--- src/hdl/mcst_pkg.sv ---
`default_nettype none
package mcst_pkg;

    localparam int NUM_TIMERS_DEF  = 16;
    localparam int QUEUE_DEPTH_DEF = 16;

    typedef enum logic [3:0] {
        OP_TICK     = 4'd0,
        OP_ADD      = 4'd1,
        OP_KILL     = 4'd2,
        OP_PAUSE    = 4'd3,
        OP_RESUME   = 4'd4,
        OP_RESTART  = 4'd5,
        OP_CHANGE   = 4'd6,
        OP_TAKE     = 4'd7,
        OP_KILL_ALL = 4'd8
    } t_op;

    typedef enum logic [2:0] {
        K_FIRED = 3'd0,
        K_DONE  = 3'd1,
        K_TASK  = 3'd2,
        K_EMPTY = 3'd3,
        K_REJ   = 3'd4
    } t_kind;

    typedef enum logic [2:0] {
        S_IDLE,
        S_CRD,
        S_CMOD,
        S_QRD,
        S_QMOD,
        S_FIN
    } t_state;

    typedef struct packed {
        logic [31:0]        rem;
        logic [31:0]        rld;
        logic signed [31:0] rep;
        logic [7:0]         act;
        logic [31:0]        par;
        logic               dfr;
        logic               act_en;
    } t_chan;

    typedef struct packed {
        logic [7:0]  act;
        logic [31:0] par;
    } t_qent;

    typedef struct packed {
        t_kind       kind;
        logic [3:0]  fired_id;
        logic [7:0]  out_action;
        logic [31:0] out_param;
        logic        queue_dropped;
        logic        last;
    } t_res;

endpackage
`default_nettype wire

--- src/hdl/mcst_in_if.sv ---
`default_nettype none
interface mcst_in_if;
    logic               valid;
    logic               ready;
    logic [3:0]         op;
    logic [3:0]         chan_id;
    logic [31:0]        period_ticks;
    logic [7:0]         action_code;
    logic [31:0]        action_param;
    logic signed [31:0] repeat_count;
    logic               deferred;

    modport source (output valid, op, chan_id, period_ticks, action_code, action_param,
                    repeat_count, deferred, input ready);
    modport sink (input valid, op, chan_id, period_ticks, action_code, action_param,
                  repeat_count, deferred, output ready);
endinterface
`default_nettype wire

--- src/hdl/mcst_out_if.sv ---
`default_nettype none
interface mcst_out_if;
    logic        valid;
    logic        ready;
    logic [2:0]  kind;
    logic [3:0]  fired_id;
    logic [7:0]  out_action;
    logic [31:0] out_param;
    logic        queue_dropped;
    logic        last;

    modport source (output valid, kind, fired_id, out_action, out_param, queue_dropped,
                    last, input ready);
    modport sink (input valid, kind, fired_id, out_action, out_param, queue_dropped,
                  last, output ready);
endinterface
`default_nettype wire

--- src/hdl/mcst_out_reg.sv ---
`default_nettype none
module mcst_out_reg
    import mcst_pkg::*;
(
    input  wire         i_clk,
    input  wire         i_rst_n,
    input  wire         i_load,
    input  t_res        i_res,
    output logic        o_free,
    mcst_out_if.source  o_res
);
    logic r_valid;
    t_res r_res;

    assign o_free = !r_valid || o_res.ready;

    always_ff @(posedge i_clk) begin
        if (!i_rst_n) begin
            r_valid <= 1'b0;
        end else if (i_load) begin
            r_valid <= 1'b1;
        end else if (o_res.ready) begin
            r_valid <= 1'b0;
        end
    end

    always_ff @(posedge i_clk) begin
        if (i_load) begin
            r_res <= i_res;
        end
    end

    assign o_res.valid         = r_valid;
    assign o_res.kind          = r_res.kind;
    assign o_res.fired_id      = r_res.fired_id;
    assign o_res.out_action    = r_res.out_action;
    assign o_res.out_param     = r_res.out_param;
    assign o_res.queue_dropped = r_res.queue_dropped;
    assign o_res.last          = r_res.last;
endmodule
`default_nettype wire

--- src/hdl/multi_channel_soft_timer_top.sv ---
// A channel op passes S_CRD, S_CMOD and S_FIN before its result goes to the output register;
// a take of a queued task passes S_QRD, S_QMOD and S_FIN; a rejected op or a take from an
// empty queue goes straight to S_FIN. A tick or kill all walks the channels one at a time,
// each through S_CRD and S_CMOD, and gives its last result from S_FIN. A kill also walks the
// queue through S_QRD and S_QMOD. One item is worked on at a time; in a tick, a full output
// register stalls the walk. Reset is synchronous and active low; the channel table reads as reset.
`default_nettype none
module multi_channel_soft_timer_top
    import mcst_pkg::*;
#(
    parameter int NUM_TIMERS  = NUM_TIMERS_DEF,
    parameter int QUEUE_DEPTH = QUEUE_DEPTH_DEF
) (
    input  wire        i_clk,
    input  wire        i_rst_n,
    mcst_in_if.sink    i_cmd,
    mcst_out_if.source o_res
);
    localparam int CW = (NUM_TIMERS > 1) ? $clog2(NUM_TIMERS) : 1;
    localparam int QW = $clog2(QUEUE_DEPTH);

    t_state r_state, n_state;

    t_chan  r_ch_mem [NUM_TIMERS];
    logic [NUM_TIMERS-1:0] r_ch_vld;
    t_chan  r_ch_q;
    logic   r_ch_qv;
    t_qent  r_q_mem [QUEUE_DEPTH];
    t_qent  r_q_q;

    logic [CW-1:0] r_idx;
    logic [QW-1:0] r_head, r_tail, r_qi;
    t_op           r_op;
    logic [31:0]   r_period, r_par, r_kpar;
    logic [7:0]    r_act, r_kact;
    logic [31:0]   r_rc;
    logic          r_dfr;
    t_res          r_fin;

    t_chan  d, newc;
    logic   hit, expire, need_emit, stall, push, qfull, last_idx, out_free;
    logic [31:0] dec;
    logic   ch_we, q_we, out_load, id_ok, q_match;
    t_qent  q_wdata;
    logic [QW-1:0] q_waddr;
    t_res   res;
    t_kind  acc_kind;

    function automatic logic [QW-1:0] qnext(input logic [QW-1:0] p);
        return (p == QW'(QUEUE_DEPTH - 1)) ? '0 : p + 1'b1;
    endfunction

    assign id_ok = 9'(i_cmd.chan_id) < 9'(NUM_TIMERS);
    assign i_cmd.ready = (r_state == S_IDLE);

    always_comb begin
        acc_kind = K_DONE;
        if (i_cmd.op == OP_TAKE) begin
            if (r_head == r_tail) begin
                acc_kind = K_EMPTY;
            end
        end else if (i_cmd.op > OP_KILL_ALL ||
                     (i_cmd.op != OP_TICK && i_cmd.op != OP_KILL_ALL &&
                      (!id_ok || (i_cmd.op == OP_ADD && i_cmd.repeat_count == 0)))) begin
            acc_kind = K_REJ;
        end
    end

    always_comb begin
        if (r_ch_qv) begin
            d = r_ch_q;
        end else begin
            d = '0;
            d.act_en = 1'b1;
        end
    end

    always_comb begin
        dec       = d.rem - 32'd1;
        hit       = (d.rem != '0) && d.act_en;
        expire    = hit && (dec == '0);
        need_emit = expire && !d.dfr;
        push      = expire && d.dfr;
        qfull     = (qnext(r_tail) == r_head);
        last_idx  = (r_idx == CW'(NUM_TIMERS - 1));
        stall     = (r_op == OP_TICK) && need_emit && !out_free;
        q_match   = (r_q_q.act == r_kact) && (r_q_q.par == r_kpar);
        newc      = d;
        unique case (r_op)
            OP_TICK: begin
                if (hit) begin
                    newc.rem = dec;
                end
                if (expire) begin
                    if (d.rep < 0) begin
                        newc.rem = d.rld;
                    end else if (d.rep != 0) begin
                        newc.rem = d.rld;
                        newc.rep = d.rep - 32'sd1;
                    end
                end
            end
            OP_ADD: begin
                newc.rld    = r_period;
                newc.rem    = r_period;
                newc.act    = r_act;
                newc.par    = r_par;
                newc.rep    = r_rc[31] ? r_rc : r_rc - 32'd1;
                newc.dfr    = r_dfr;
                newc.act_en = 1'b1;
            end
            OP_KILL:     newc.rem = '0;
            OP_PAUSE:    newc.act_en = 1'b0;
            OP_RESUME:   newc.act_en = 1'b1;
            OP_RESTART:  newc.rem = d.rld;
            OP_CHANGE: begin
                newc.rld = r_period;
                newc.rem = r_period;
            end
            OP_KILL_ALL: begin
                newc.rem = '0;
                newc.rep = '0;
            end
            default: newc = d;
        endcase
    end

    always_comb begin
        n_state = r_state;
        unique case (r_state)
            S_IDLE: begin
                if (i_cmd.valid) begin
                    if (i_cmd.op == OP_TICK || i_cmd.op == OP_KILL_ALL) begin
                        n_state = S_CRD;
                    end else if (i_cmd.op == OP_TAKE) begin
                        n_state = (r_head == r_tail) ? S_FIN : S_QRD;
                    end else if (i_cmd.op >= OP_ADD && i_cmd.op <= OP_CHANGE && id_ok &&
                                 !(i_cmd.op == OP_ADD && i_cmd.repeat_count == 0)) begin
                        n_state = S_CRD;
                    end else begin
                        n_state = S_FIN;
                    end
                end
            end
            S_CRD: n_state = S_CMOD;
            S_CMOD: begin
                if (r_op == OP_TICK || r_op == OP_KILL_ALL) begin
                    if (!stall) begin
                        n_state = last_idx ? S_FIN : S_CRD;
                    end
                end else if (r_op == OP_KILL) begin
                    n_state = (r_head == r_tail) ? S_FIN : S_QRD;
                end else begin
                    n_state = S_FIN;
                end
            end
            S_QRD: n_state = S_QMOD;
            S_QMOD: begin
                if (r_op == OP_TAKE || qnext(r_qi) == r_tail) begin
                    n_state = S_FIN;
                end else begin
                    n_state = S_QRD;
                end
            end
            S_FIN: begin
                if (out_free) begin
                    n_state = S_IDLE;
                end
            end
            default: n_state = S_IDLE;
        endcase
    end

    always_comb begin
        ch_we    = 1'b0;
        q_we     = 1'b0;
        q_waddr  = r_tail;
        q_wdata  = '{act: d.act, par: d.par};
        out_load = 1'b0;
        res      = r_fin;
        unique case (r_state)
            S_CMOD: begin
                ch_we = !stall;
                if (r_op == OP_TICK && !stall) begin
                    q_we = push && !qfull;
                    if (need_emit) begin
                        out_load = 1'b1;
                        res = '{kind: K_FIRED, fired_id: 4'(r_idx), out_action: d.act,
                                out_param: d.par, queue_dropped: 1'b0, last: 1'b0};
                    end
                end
            end
            S_QMOD: begin
                if (r_op == OP_KILL && q_match) begin
                    q_we    = 1'b1;
                    q_waddr = r_qi;
                    q_wdata = '{act: 8'd0, par: r_q_q.par};
                end
            end
            S_FIN: out_load = out_free;
            default: ;
        endcase
    end

    always_ff @(posedge i_clk) begin
        if (!i_rst_n) begin
            r_state  <= S_IDLE;
            r_ch_vld <= '0;
            r_head   <= '0;
            r_tail   <= '0;
        end else begin
            r_state <= n_state;
            if (ch_we) begin
                r_ch_vld[r_idx] <= 1'b1;
            end
            if (r_state == S_IDLE && i_cmd.valid && i_cmd.op == OP_KILL_ALL) begin
                r_head <= r_tail;
            end
            if (r_state == S_CMOD && r_op == OP_TICK && !stall && push && !qfull) begin
                r_tail <= qnext(r_tail);
            end
            if (r_state == S_QMOD && r_op == OP_TAKE) begin
                r_head <= qnext(r_head);
            end
        end
    end

    always_ff @(posedge i_clk) begin
        if (ch_we) begin
            r_ch_mem[r_idx] <= newc;
        end
        if (r_state == S_CRD) begin
            r_ch_q  <= r_ch_mem[r_idx];
            r_ch_qv <= r_ch_vld[r_idx];
        end
        if (q_we) begin
            r_q_mem[q_waddr] <= q_wdata;
        end
        if (r_state == S_QRD) begin
            r_q_q <= r_q_mem[r_qi];
        end
    end

    always_ff @(posedge i_clk) begin
        if (r_state == S_IDLE && i_cmd.valid) begin
            r_op     <= t_op'(i_cmd.op);
            r_period <= i_cmd.period_ticks;
            r_act    <= i_cmd.action_code;
            r_par    <= i_cmd.action_param;
            r_rc     <= i_cmd.repeat_count;
            r_dfr    <= i_cmd.deferred;
            r_qi     <= r_head;
            r_fin    <= '{kind: acc_kind, fired_id: 4'd0, out_action: 8'd0, out_param: 32'd0,
                          queue_dropped: 1'b0, last: 1'b1};
            if (i_cmd.op == OP_TICK || i_cmd.op == OP_KILL_ALL) begin
                r_idx <= '0;
            end else begin
                r_idx <= CW'(i_cmd.chan_id);
            end
        end
        if (r_state == S_CMOD) begin
            r_kact <= d.act;
            r_kpar <= d.par;
            if (r_op == OP_TICK && !stall && push && qfull) begin
                r_fin.queue_dropped <= 1'b1;
            end
            if (!stall && !last_idx && (r_op == OP_TICK || r_op == OP_KILL_ALL)) begin
                r_idx <= r_idx + 1'b1;
            end
        end
        if (r_state == S_QMOD) begin
            r_qi <= qnext(r_qi);
            if (r_op == OP_TAKE) begin
                r_fin.kind       <= K_TASK;
                r_fin.out_action <= r_q_q.act;
                r_fin.out_param  <= r_q_q.par;
            end
        end
    end

    mcst_out_reg u_out (
        .i_clk   (i_clk),
        .i_rst_n (i_rst_n),
        .i_load  (out_load),
        .i_res   (res),
        .o_free  (out_free),
        .o_res   (o_res)
    );
endmodule
`default_nettype wire

--- src/flat_wrapper.sv ---
// flat-port wrapper written by rule: the top's interface ports become plain ports
module multi_channel_soft_timer_top_flat import mcst_pkg::*;
#(
    parameter int NUM_TIMERS  = NUM_TIMERS_DEF,
    parameter int QUEUE_DEPTH = QUEUE_DEPTH_DEF
)
  (i_clk, i_rst_n, i_cmd_valid, i_cmd_op, i_cmd_chan_id, i_cmd_period_ticks, i_cmd_action_code, i_cmd_action_param, i_cmd_repeat_count, i_cmd_deferred, i_cmd_ready, o_res_valid, o_res_kind, o_res_fired_id, o_res_out_action, o_res_out_param, o_res_queue_dropped, o_res_last, o_res_ready);
  mcst_in_if i_cmd_i ();
  mcst_out_if o_res_i ();
  input  wire i_clk;
  input  wire i_rst_n;
  input wire logic [$bits(i_cmd_i.valid)-1:0] i_cmd_valid;
  input wire logic [$bits(i_cmd_i.op)-1:0] i_cmd_op;
  input wire logic [$bits(i_cmd_i.chan_id)-1:0] i_cmd_chan_id;
  input wire logic [$bits(i_cmd_i.period_ticks)-1:0] i_cmd_period_ticks;
  input wire logic [$bits(i_cmd_i.action_code)-1:0] i_cmd_action_code;
  input wire logic [$bits(i_cmd_i.action_param)-1:0] i_cmd_action_param;
  input wire logic [$bits(i_cmd_i.repeat_count)-1:0] i_cmd_repeat_count;
  input wire logic [$bits(i_cmd_i.deferred)-1:0] i_cmd_deferred;
  output wire logic [$bits(i_cmd_i.ready)-1:0] i_cmd_ready;
  output wire logic [$bits(o_res_i.valid)-1:0] o_res_valid;
  output wire logic [$bits(o_res_i.kind)-1:0] o_res_kind;
  output wire logic [$bits(o_res_i.fired_id)-1:0] o_res_fired_id;
  output wire logic [$bits(o_res_i.out_action)-1:0] o_res_out_action;
  output wire logic [$bits(o_res_i.out_param)-1:0] o_res_out_param;
  output wire logic [$bits(o_res_i.queue_dropped)-1:0] o_res_queue_dropped;
  output wire logic [$bits(o_res_i.last)-1:0] o_res_last;
  input wire logic [$bits(o_res_i.ready)-1:0] o_res_ready;
  assign i_cmd_i.valid = i_cmd_valid;
  assign i_cmd_i.op = i_cmd_op;
  assign i_cmd_i.chan_id = i_cmd_chan_id;
  assign i_cmd_i.period_ticks = i_cmd_period_ticks;
  assign i_cmd_i.action_code = i_cmd_action_code;
  assign i_cmd_i.action_param = i_cmd_action_param;
  assign i_cmd_i.repeat_count = i_cmd_repeat_count;
  assign i_cmd_i.deferred = i_cmd_deferred;
  assign i_cmd_ready = i_cmd_i.ready;
  assign o_res_valid = o_res_i.valid;
  assign o_res_kind = o_res_i.kind;
  assign o_res_fired_id = o_res_i.fired_id;
  assign o_res_out_action = o_res_i.out_action;
  assign o_res_out_param = o_res_i.out_param;
  assign o_res_queue_dropped = o_res_i.queue_dropped;
  assign o_res_last = o_res_i.last;
  assign o_res_i.ready = o_res_ready;
  multi_channel_soft_timer_top #(.NUM_TIMERS(NUM_TIMERS), .QUEUE_DEPTH(QUEUE_DEPTH)) u_core (.i_clk(i_clk), .i_rst_n(i_rst_n), .i_cmd(i_cmd_i), .o_res(o_res_i));
endmodule
--- config.mk ---
export PLATFORM = sky130hd
export DESIGN_NAME = multi_channel_soft_timer_top_flat
export DESIGN_NICKNAME = d
export VERILOG_FILES = /design/src/hdl/mcst_pkg.sv /design/src/hdl/mcst_in_if.sv /design/src/hdl/mcst_out_if.sv /design/src/hdl/mcst_out_reg.sv /design/src/hdl/multi_channel_soft_timer_top.sv /design/src/flat_wrapper.sv
export SDC_FILE = /design/constraint.sdc
export NUM_CORES = 2
export LEC_CHECK = 0
export ABC_AREA = 1
export ABC_CLOCK_PERIOD_IN_PS = 8200
export CORE_ASPECT_RATIO = 1.75
export CORE_UTILIZATION = 50
export CTS_BUF_LIST = sky130_fd_sc_hd__clkbuf_8 sky130_fd_sc_hd__clkbuf_16
export DETAILED_ROUTE_END_ITERATION = 10
export DONT_BUFFER_PORTS = 1
export GPL_ROUTABILITY_DRIVEN = 0
export PLACE_DENSITY = 0.69
export REMOVE_ABC_BUFFERS = 1
export SYNTH_ARGS = -nofsm -noshare
export SYNTH_HDL_FRONTEND = slang
export SYNTH_SLANG_ARGS = --single-unit
export TNS_END_PERCENT = 1
--- constraint.sdc ---
create_clock -name i_clk -period 8.2 [get_ports i_clk]
set_clock_uncertainty 0.05 [all_clocks]
set_input_delay 2.05 -clock i_clk [delete_from_list [all_inputs] [get_ports i_clk]]
set_output_delay 2.05 -clock i_clk [all_outputs]
set_load 0.03 [all_outputs]
Yosys cells after proc, flatten, opt, wreduce, memory -nomap -nowiden

Memory sizes are Yosys's and may differ from the RTL's. A register that Yosys moved wholly into a read port is not among the register bits.
Cells that the tools add are included.

Add/subtract/negate cells: 7
Magnitude comparators: 6
Equality and inequality tests: 29
Muxes and demuxes: 71
Bitwise logic cells: 1
Reduce and logical (&&, ||, !) cells: 56

Operator list:

| kind                    | count |
|---|---|
| $mux W32                | 9 |
| $mux W49                | 4 |
| $mux W40                | 4 |
| $mux W138               | 1 |
| $pmux W32 S4            | 1 |
| $pmux W32 S3            | 1 |
| $logic_not A32 Y1       | 2 |
| $reduce_bool A32 Y1     | 2 |
| $sub A32 B1 Y32 const B | 2 |
| $mux W4                 | 13 |
| $mux W3                 | 15 |
| $mux W41                | 1 |
| $eq A32 B32 Y1          | 1 |
| $lt A32 B1 Y1 const B   | 1 |
| $sub A32 B2 Y32 const B | 1 |
| $logic_and A1 B1 Y1     | 27 |
| $eq A4 B4 Y1 const B    | 6 |
| $eq A4 B3 Y1 const B    | 5 |
| $pmux W3 S6             | 1 |
| $add A4 B1 Y4 const B   | 4 |
| $or A16 B16 Y16         | 1 |
| $mux W1                 | 15 |
| $eq A4 B4 Y1            | 3 |
| $eq A4 B1 Y1 const B    | 2 |
| 26 further kinds        | 48 |

Register bits: 279
RAM bits: 2848
Bits of input ports: 117
Logic and storage cells: 198
Memories: 2

Memories:

| memory          | depth | bits a word | rd ports | clocked after memory_dff | wr ports | line                               | text |
|---|---|---|---|---|---|---|---|
| u_core.r_ch_mem | 16    | 138         | 1        | 1                        | 1        | multi_channel_soft_timer_top.sv:24 | `t_chan r_ch_mem [NUM_TIMERS];` |
| u_core.r_q_mem  | 16    | 40          | 1        | 1                        | 1        | multi_channel_soft_timer_top.sv:28 | `t_qent r_q_mem [QUEUE_DEPTH];` |

Longest topological paths before layout

Word-level depth: 13
Gate-level depth with buffers: 21
Mapped depth without buffers: 18

By module

A second synthesis with hierarchy kept.

Cell total of the unflattened synthesis: 10573
Area, all modules: 132354.4 um^2

Modules (own cells, without submodules):

| module                       | times used | cells each | area an instance (um^2) | sequential area each (um^2) |
|---|---|---|---|---|
| multi_channel_soft_timer_top | 1          | 10518      | 130836.7                | 96993.0 |
| mcst_out_reg                 | 1          | 55         | 1517.7                  | 1491.4 |

Least setup slack after synthesis

Ideal clock, no wire load.

Path kind: input port to flip-flop
Start: input port i_cmd_valid
End: register u_core.r_idx[0]
Library setup time: 0.132 ns
Data arrival time: 5.966 ns
Required time: 8.018 ns
Setup slack: 2.052 ns
Stages: 6
Path buffers: 1
Cells stage by stage: nand2_1 inv_1 clkbuf_1 o21ai_0 nand2_1 o21ai_0

Word-level cells in the longest chain between the ends: 4

Ends and longest elaborated chain:

| item                    | line                                | text |
|---|---|---|
| start: declaration      | flat_wrapper.sv:12                  | `input wire logic [$bits(i_cmd_i.valid)-1:0] i_cmd_valid;` |
| $logic_and A1 B1 Y1 (*) | multi_channel_soft_timer_top.sv:245 | `if (r_state == S_IDLE && i_cmd.valid) begin` |
| $mux W4 (*)             | multi_channel_soft_timer_top.sv:245 |  |
| $mux W4                 | multi_channel_soft_timer_top.sv:267 | `if (!stall && !last_idx && (r_op == OP_TICK \|\| r_op == OP_KILL_ALL)) begin` |
| $mux W4 (*)             | multi_channel_soft_timer_top.sv:261 | `if (r_state == S_CMOD) begin` |
| end signal: assignment  | multi_channel_soft_timer_top.sv:258 | `r_idx <= CW'(i_cmd.chan_id);` |
| end signal: assignment  | multi_channel_soft_timer_top.sv:268 | `r_idx <= r_idx + 1'b1;` |
| end: declaration        | multi_channel_soft_timer_top.sv:31  | `logic [CW-1:0] r_idx;` |

Mark *: on every way between the ends. The rest lies on a longest branch, timed or not.
A chain may end at the register's enable or synchronous reset.

Final worst setup path

Start: register u_core.r_ch_qv
End: memory u_core.r_q_mem[4][39] (netlist bit) (enable)

Word-level cells in the longest chain between the ends: 13

Ends and longest elaborated chain:

| item                                                            | line                                                                   | text |
|---|---|---|
| start: declaration                                              | multi_channel_soft_timer_top.sv:27                                     | `logic r_ch_qv;` |
| start signal: assignment                                        | multi_channel_soft_timer_top.sv:234                                    | `r_ch_qv <= r_ch_vld[r_idx];` |
| $mux W138 (*)                                                   | multi_channel_soft_timer_top.sv:70                                     | `if (r_ch_qv) begin` |
| $sub A32 B1 Y32 / $reduce_bool A32 Y1 (equally long branches)   | multi_channel_soft_timer_top.sv:79, multi_channel_soft_timer_top.sv:80 |  |
| $logic_not A32 Y1 / $logic_and A1 B1 Y1 (equally long branches) | multi_channel_soft_timer_top.sv:81, multi_channel_soft_timer_top.sv:80 |  |
| $logic_and A1 B1 Y1                                             | multi_channel_soft_timer_top.sv:81                                     | `expire = hit && (dec == '0);` |
| $logic_and A1 B1 Y1                                             | multi_channel_soft_timer_top.sv:82                                     | `need_emit = expire && !d.dfr;` |
| $logic_and A1 B1 Y1 (2 in a row)                                | multi_channel_soft_timer_top.sv:86                                     | `stall = (r_op == OP_TICK) && need_emit && !out_free;` |
| $logic_not A1 Y1                                                | n/a                                                                    |  |
| $logic_and A1 B1 Y1                                             | multi_channel_soft_timer_top.sv:184                                    | `if (r_op == OP_TICK && !stall) begin` |
| $mux W1 (*)                                                     | multi_channel_soft_timer_top.sv:184                                    |  |
| $pmux W1 S2 (*)                                                 | multi_channel_soft_timer_top.sv:181                                    | `unique case (r_state)` |
| $mux W1 (*)                                                     | multi_channel_soft_timer_top.sv:236                                    | `if (q_we) begin` |
| $mux W1 (implied by the code) (*)                               | multi_channel_soft_timer_top.sv:237                                    | `r_q_mem[q_waddr] <= q_wdata;` |
| end: declaration                                                | multi_channel_soft_timer_top.sv:28                                     |  |

Marked as above.

==> impl_summary.log <==
INFO  metric grt_first_pass_wirelength = 565000 µm
INFO  metric postCtsResizedCells = 0
INFO  metric layout_min_cycle_time = between 6 and 7 ns
INFO  metric worst_ep_arrival_time = 6.48 ns
INFO  metric postSynthRegisterBits = 3305
INFO  metric cts_htree_levels = 5
INFO  metric hold_path_end = u_core.r_ch_vld[12]
INFO  metric port_buffers = 0
INFO  metric synthFlopType = sky130_fd_sc_hd__edfxtp_1
INFO  metric timing.max_slew.rel_slack = approximately 6.4%
INFO  metric ys_warn_count = 0
INFO  metric post-place-ws = 2.42 ns
INFO  metric hpwl = 225000 µm
INFO  metric row_count = 249
INFO  metric setup_viol = 0
INFO  metric synth_xor_xnor_area_share = 0.569%
INFO  metric share_of_synthesized_cell_area_in_full_adder_half_adder_and_majority_cells = 0.113%
INFO  metric cts.sink_count = about 3300
INFO  metric grt-ovfl-total = 0
INFO  metric pwr_density_cell = 358 mW/mm²
INFO  metric outcome = completed
INFO  metric final_max_slew_viol_count = 0
INFO  metric synth_area_per_cell = 12.5 µm²
INFO  metric drv_cap = 0
INFO  metric clk_lat_worst_skew = 0.90 ns
INFO  metric antenna_found_initial = 33
INFO  metric r2r-start = u_core.r_ch_qv
INFO  metric crit_path_max_fanout = 49
INFO  metric hold_fails_final_rpt = 0
INFO  metric track_usage = between 20 and 30%
INFO  metric vias_per_cell = 6.25
INFO  metric drtIter0Drc = about 11000
INFO  metric netlist_area = 0.132 mm²
INFO  metric tritoncts = done
INFO  metric drt_pre_antenna_iters = 9
INFO  metric remaining_drc_errors = 0
INFO  metric placeableCoreArea = 0.263 mm²
INFO  metric hold_slack_final = 0.399 ns
INFO  metric synth_compound_area_share = between 10% and 20%
INFO  metric area_growth = 10.1%
INFO  metric number_of_buffers_inserted_during_clock_tree_synthesis = 299
INFO  metric starting_density_of_the_core = 50.3%
INFO  metric grt_start_max_net_pins = 213
INFO  metric layout.cells.most_common = sky130_fd_sc_hd__edfxtp_1
INFO  metric most-common-layout-cells = sky130_fd_sc_hd__edfxtp_1 (3229), sky130_fd_sc_hd__o21ai_0 (1614), sky130_fd_sc_hd__nor2_1 (1514), sky130_fd_sc_hd__nand2_1 (1363), sky130_fd_sc_hd__o22ai_1 (633)
INFO  metric first_global_vias = 86600
INFO  metric r2r_cells = 18
INFO  metric floorplan.die_area = 0.267 mm²
INFO  metric final_net_count = approximately 11000
INFO  metric worst_hold_startpoint = u_core.r_ch_vld[12]
INFO  metric holdCritPathClass = reg -> reg
INFO  metric vdd_ir_drop_max = 0.383 mV
INFO  metric die_span_in_x = 391 µm
INFO  metric postSynthCellCount = approximately 11000
INFO  metric drt_wl_total = about 390000 µm
INFO  metric final_worst_slack = 2.15 ns
INFO  metric num_io_pins = between 150 and 200
INFO  metric synth-async-reset-ratio = 0%
INFO  metric postCtsSetupBuffers = 0
INFO  metric totalNegativeSetupSlack = 0 ns
INFO  metric worst_ep_required_time = 8.63 ns
INFO  metric clockRootBuffer = sky130_fd_sc_hd__clkbuf_16
INFO  metric dieHeight = 683 µm
INFO  metric worstMarginPinSlew = 1.40 ns
INFO  metric num_vias = 88600
INFO  metric whs_path_depth = 2
INFO  metric ant_nets = 0
INFO  metric final.period_utilization = 73.8%
INFO  metric rsz_0062_raised_after_global_routing = no
INFO  metric cts_max_path_buffers = 4
INFO  metric end_kind = flip-flop
INFO  metric kind_of_start_point_of_the_critical_path = flip-flop
INFO  metric clkTransAtPathRegs = 0.07 ns
INFO  metric regToRegEndpoint = u_core.r_q_mem[4][39]
INFO  metric fmax = about 170 MHz
INFO  metric share_of_final_layout_standard_cells_stronger_than_drive_strength_1 = approximately 7.5%
INFO  metric setup.reg_to_reg.worst_slack = 2.15 ns
INFO  metric yosys.cell_types.count = 54
INFO  metric yosys.area_share.simple = 11.0%
INFO  metric wl_per_cell = 27.6 µm
INFO  metric holdBufCountCts = 0
INFO  metric main_combinational_cell_family_by_area_after_synthesis = compound AO/OA/AOI/OAI gates
INFO  metric power.static_leakage = a little under 0.05 µW
INFO  metric critical_path_class = reg -> reg
INFO  metric synth_sequential_area_ratio = 74.4%
INFO  metric synth.area.mux_share = 0%
INFO  metric synth-edff-count = 3229
[registers in the layout (all words and copies together) (netlist names), 8 cells and up]
name,flops
u_core.r_ch_mem,2208
u_core.r_q_mem,640
u_core.r_ch_q,138
u_core.r_fin,44
u_core.r_q_q,40
u_core.r_kpar,32
u_core.r_par,32
u_core.r_period,32
u_core.r_rc,32
u_core.u_out.o_res.out_param,32
u_core.r_ch_vld,16
u_core.r_act,8
u_core.r_kact,8
u_core.u_out.o_res.out_action,8
[logic make-up after synthesis]
| kind of cell | Yosys count |
|---|---|
| buffers and inverters | 971 |
| DFF | 3305 |
| and+or+nand+nor | 3512 |
| xor gates and xnor gates | 86 |
| adders and majority gates | 12 |
| AOI/OAI and AO/OA | 2686 |
[routing by layer]
layer / GRT usage (%) / vias to the layer above / part of all wire, %
li1: - / 38500 / -
met5: 0 / - / 0.0061
met2: 48.8 / 5289 / 49
met4: 18.5 / 6 / 7.1
met3: 4.53 / 1209 / 8.9
met1: 34.0 / 43700 / 35
[stage by stage]
stage                     total power, µW  area [µm²]  utilization, %  std cells
after floorplan                     31500      130000               -       9897
after global placement              38000      136000            51.8      13600
after detailed placement            38400      136000            51.8      13600
after CTS                           51900      146000            55.4      14200
after global routing                54000      146000            55.4      14200
final                               52200      146000            55.4      14200
[synth_stat cells (24+ instances only)]
cell type,count,area share [%]
sky130_fd_sc_hd__a21oi_1,256,0.97
sky130_fd_sc_hd__buf_1,31,0.088
sky130_fd_sc_hd__clkbuf_1,600,1.7
sky130_fd_sc_hd__dfxtp_1,76,1.1
sky130_fd_sc_hd__edfxtp_1,3229,73
sky130_fd_sc_hd__inv_1,286,0.81
sky130_fd_sc_hd__nand2_1,1368,3.9
sky130_fd_sc_hd__nand3_1,240,0.91
sky130_fd_sc_hd__nand4_1,240,1.1
sky130_fd_sc_hd__nor2_1,1538,4.4
sky130_fd_sc_hd__nor3_1,24,0.091
sky130_fd_sc_hd__o21ai_0,1636,6.2
sky130_fd_sc_hd__o21ai_1,46,0.17
sky130_fd_sc_hd__o221ai_1,80,0.53
sky130_fd_sc_hd__o22ai_1,633,3.0
sky130_fd_sc_hd__xnor2_1,35,0.23
sky130_fd_sc_hd__xor2_1,51,0.34
[final cells by class]
type / count / area (µm²)
Inverter: 296 / 1270
Sequential cell: 3305 / 98500
Multi-Input combinational cell: 6296 / 30300
Clock inverter: 221 / 1690
Timing Repair Buffer: 230 / 1860
Antenna cell: 13 / 32.5
Clock buffer: 309 / 7690
Fill cell: 21100 / 117000
Tap cell: 3514 / 4400
[where the power goes]
group	switching, µW	total, µW	leakage (µW)	internal [µW]
combinational	12400	16200	0.0135	3840
sequential	657	22300	0.0302	21600
clock	6190	13700	0.00482	7490
total	19200	52200	0.0486	33000
[critical path, stage by stage (launching register included)]
cell,delay [ns]
sky130_fd_sc_hd__edfxtp_1,0.86
sky130_fd_sc_hd__buf_4,0.38
sky130_fd_sc_hd__nand2_1,0.16
sky130_fd_sc_hd__ha_1,0.28
sky130_fd_sc_hd__nand2_1,0.10
sky130_fd_sc_hd__nor2_2,0.10
sky130_fd_sc_hd__nand2_1,0.13
sky130_fd_sc_hd__nor2_2,0.08
sky130_fd_sc_hd__a21oi_4,0.14
sky130_fd_sc_hd__buf_4,0.46
sky130_fd_sc_hd__nand2_1,0.17
sky130_fd_sc_hd__nor2_1,0.17
sky130_fd_sc_hd__inv_1,0.07
sky130_fd_sc_hd__nor2_2,0.44
sky130_fd_sc_hd__nand4_4,0.26
sky130_fd_sc_hd__nand2_2,0.19
sky130_fd_sc_hd__nand3_1,0.39
sky130_fd_sc_hd__nor2_4,0.66
sky130_fd_sc_hd__buf_4,0.49
[worst max-delay path by stage]
stage | cells after the start | slack [ns] | endpoint | from
after floorplan | 4 | -50.54 | u_core.r_ch_mem[10][0] | u_core.r_idx[0]
after global placement | 18 | 2.48 | u_core.r_q_mem[4][37] | u_core.r_ch_qv
after detailed placement | 18 | 2.42 | u_core.r_q_mem[4][37] | u_core.r_ch_qv
after CTS | 18 | 2.36 | u_core.r_q_mem[4][39] | u_core.r_ch_qv
after global routing | 18 | 2.04 | u_core.r_q_mem[4][39] | u_core.r_ch_qv
final | 18 | 2.15 | u_core.r_q_mem[4][39] | u_core.r_ch_qv
No activity file was read; power rests on OpenSTA's default activity.
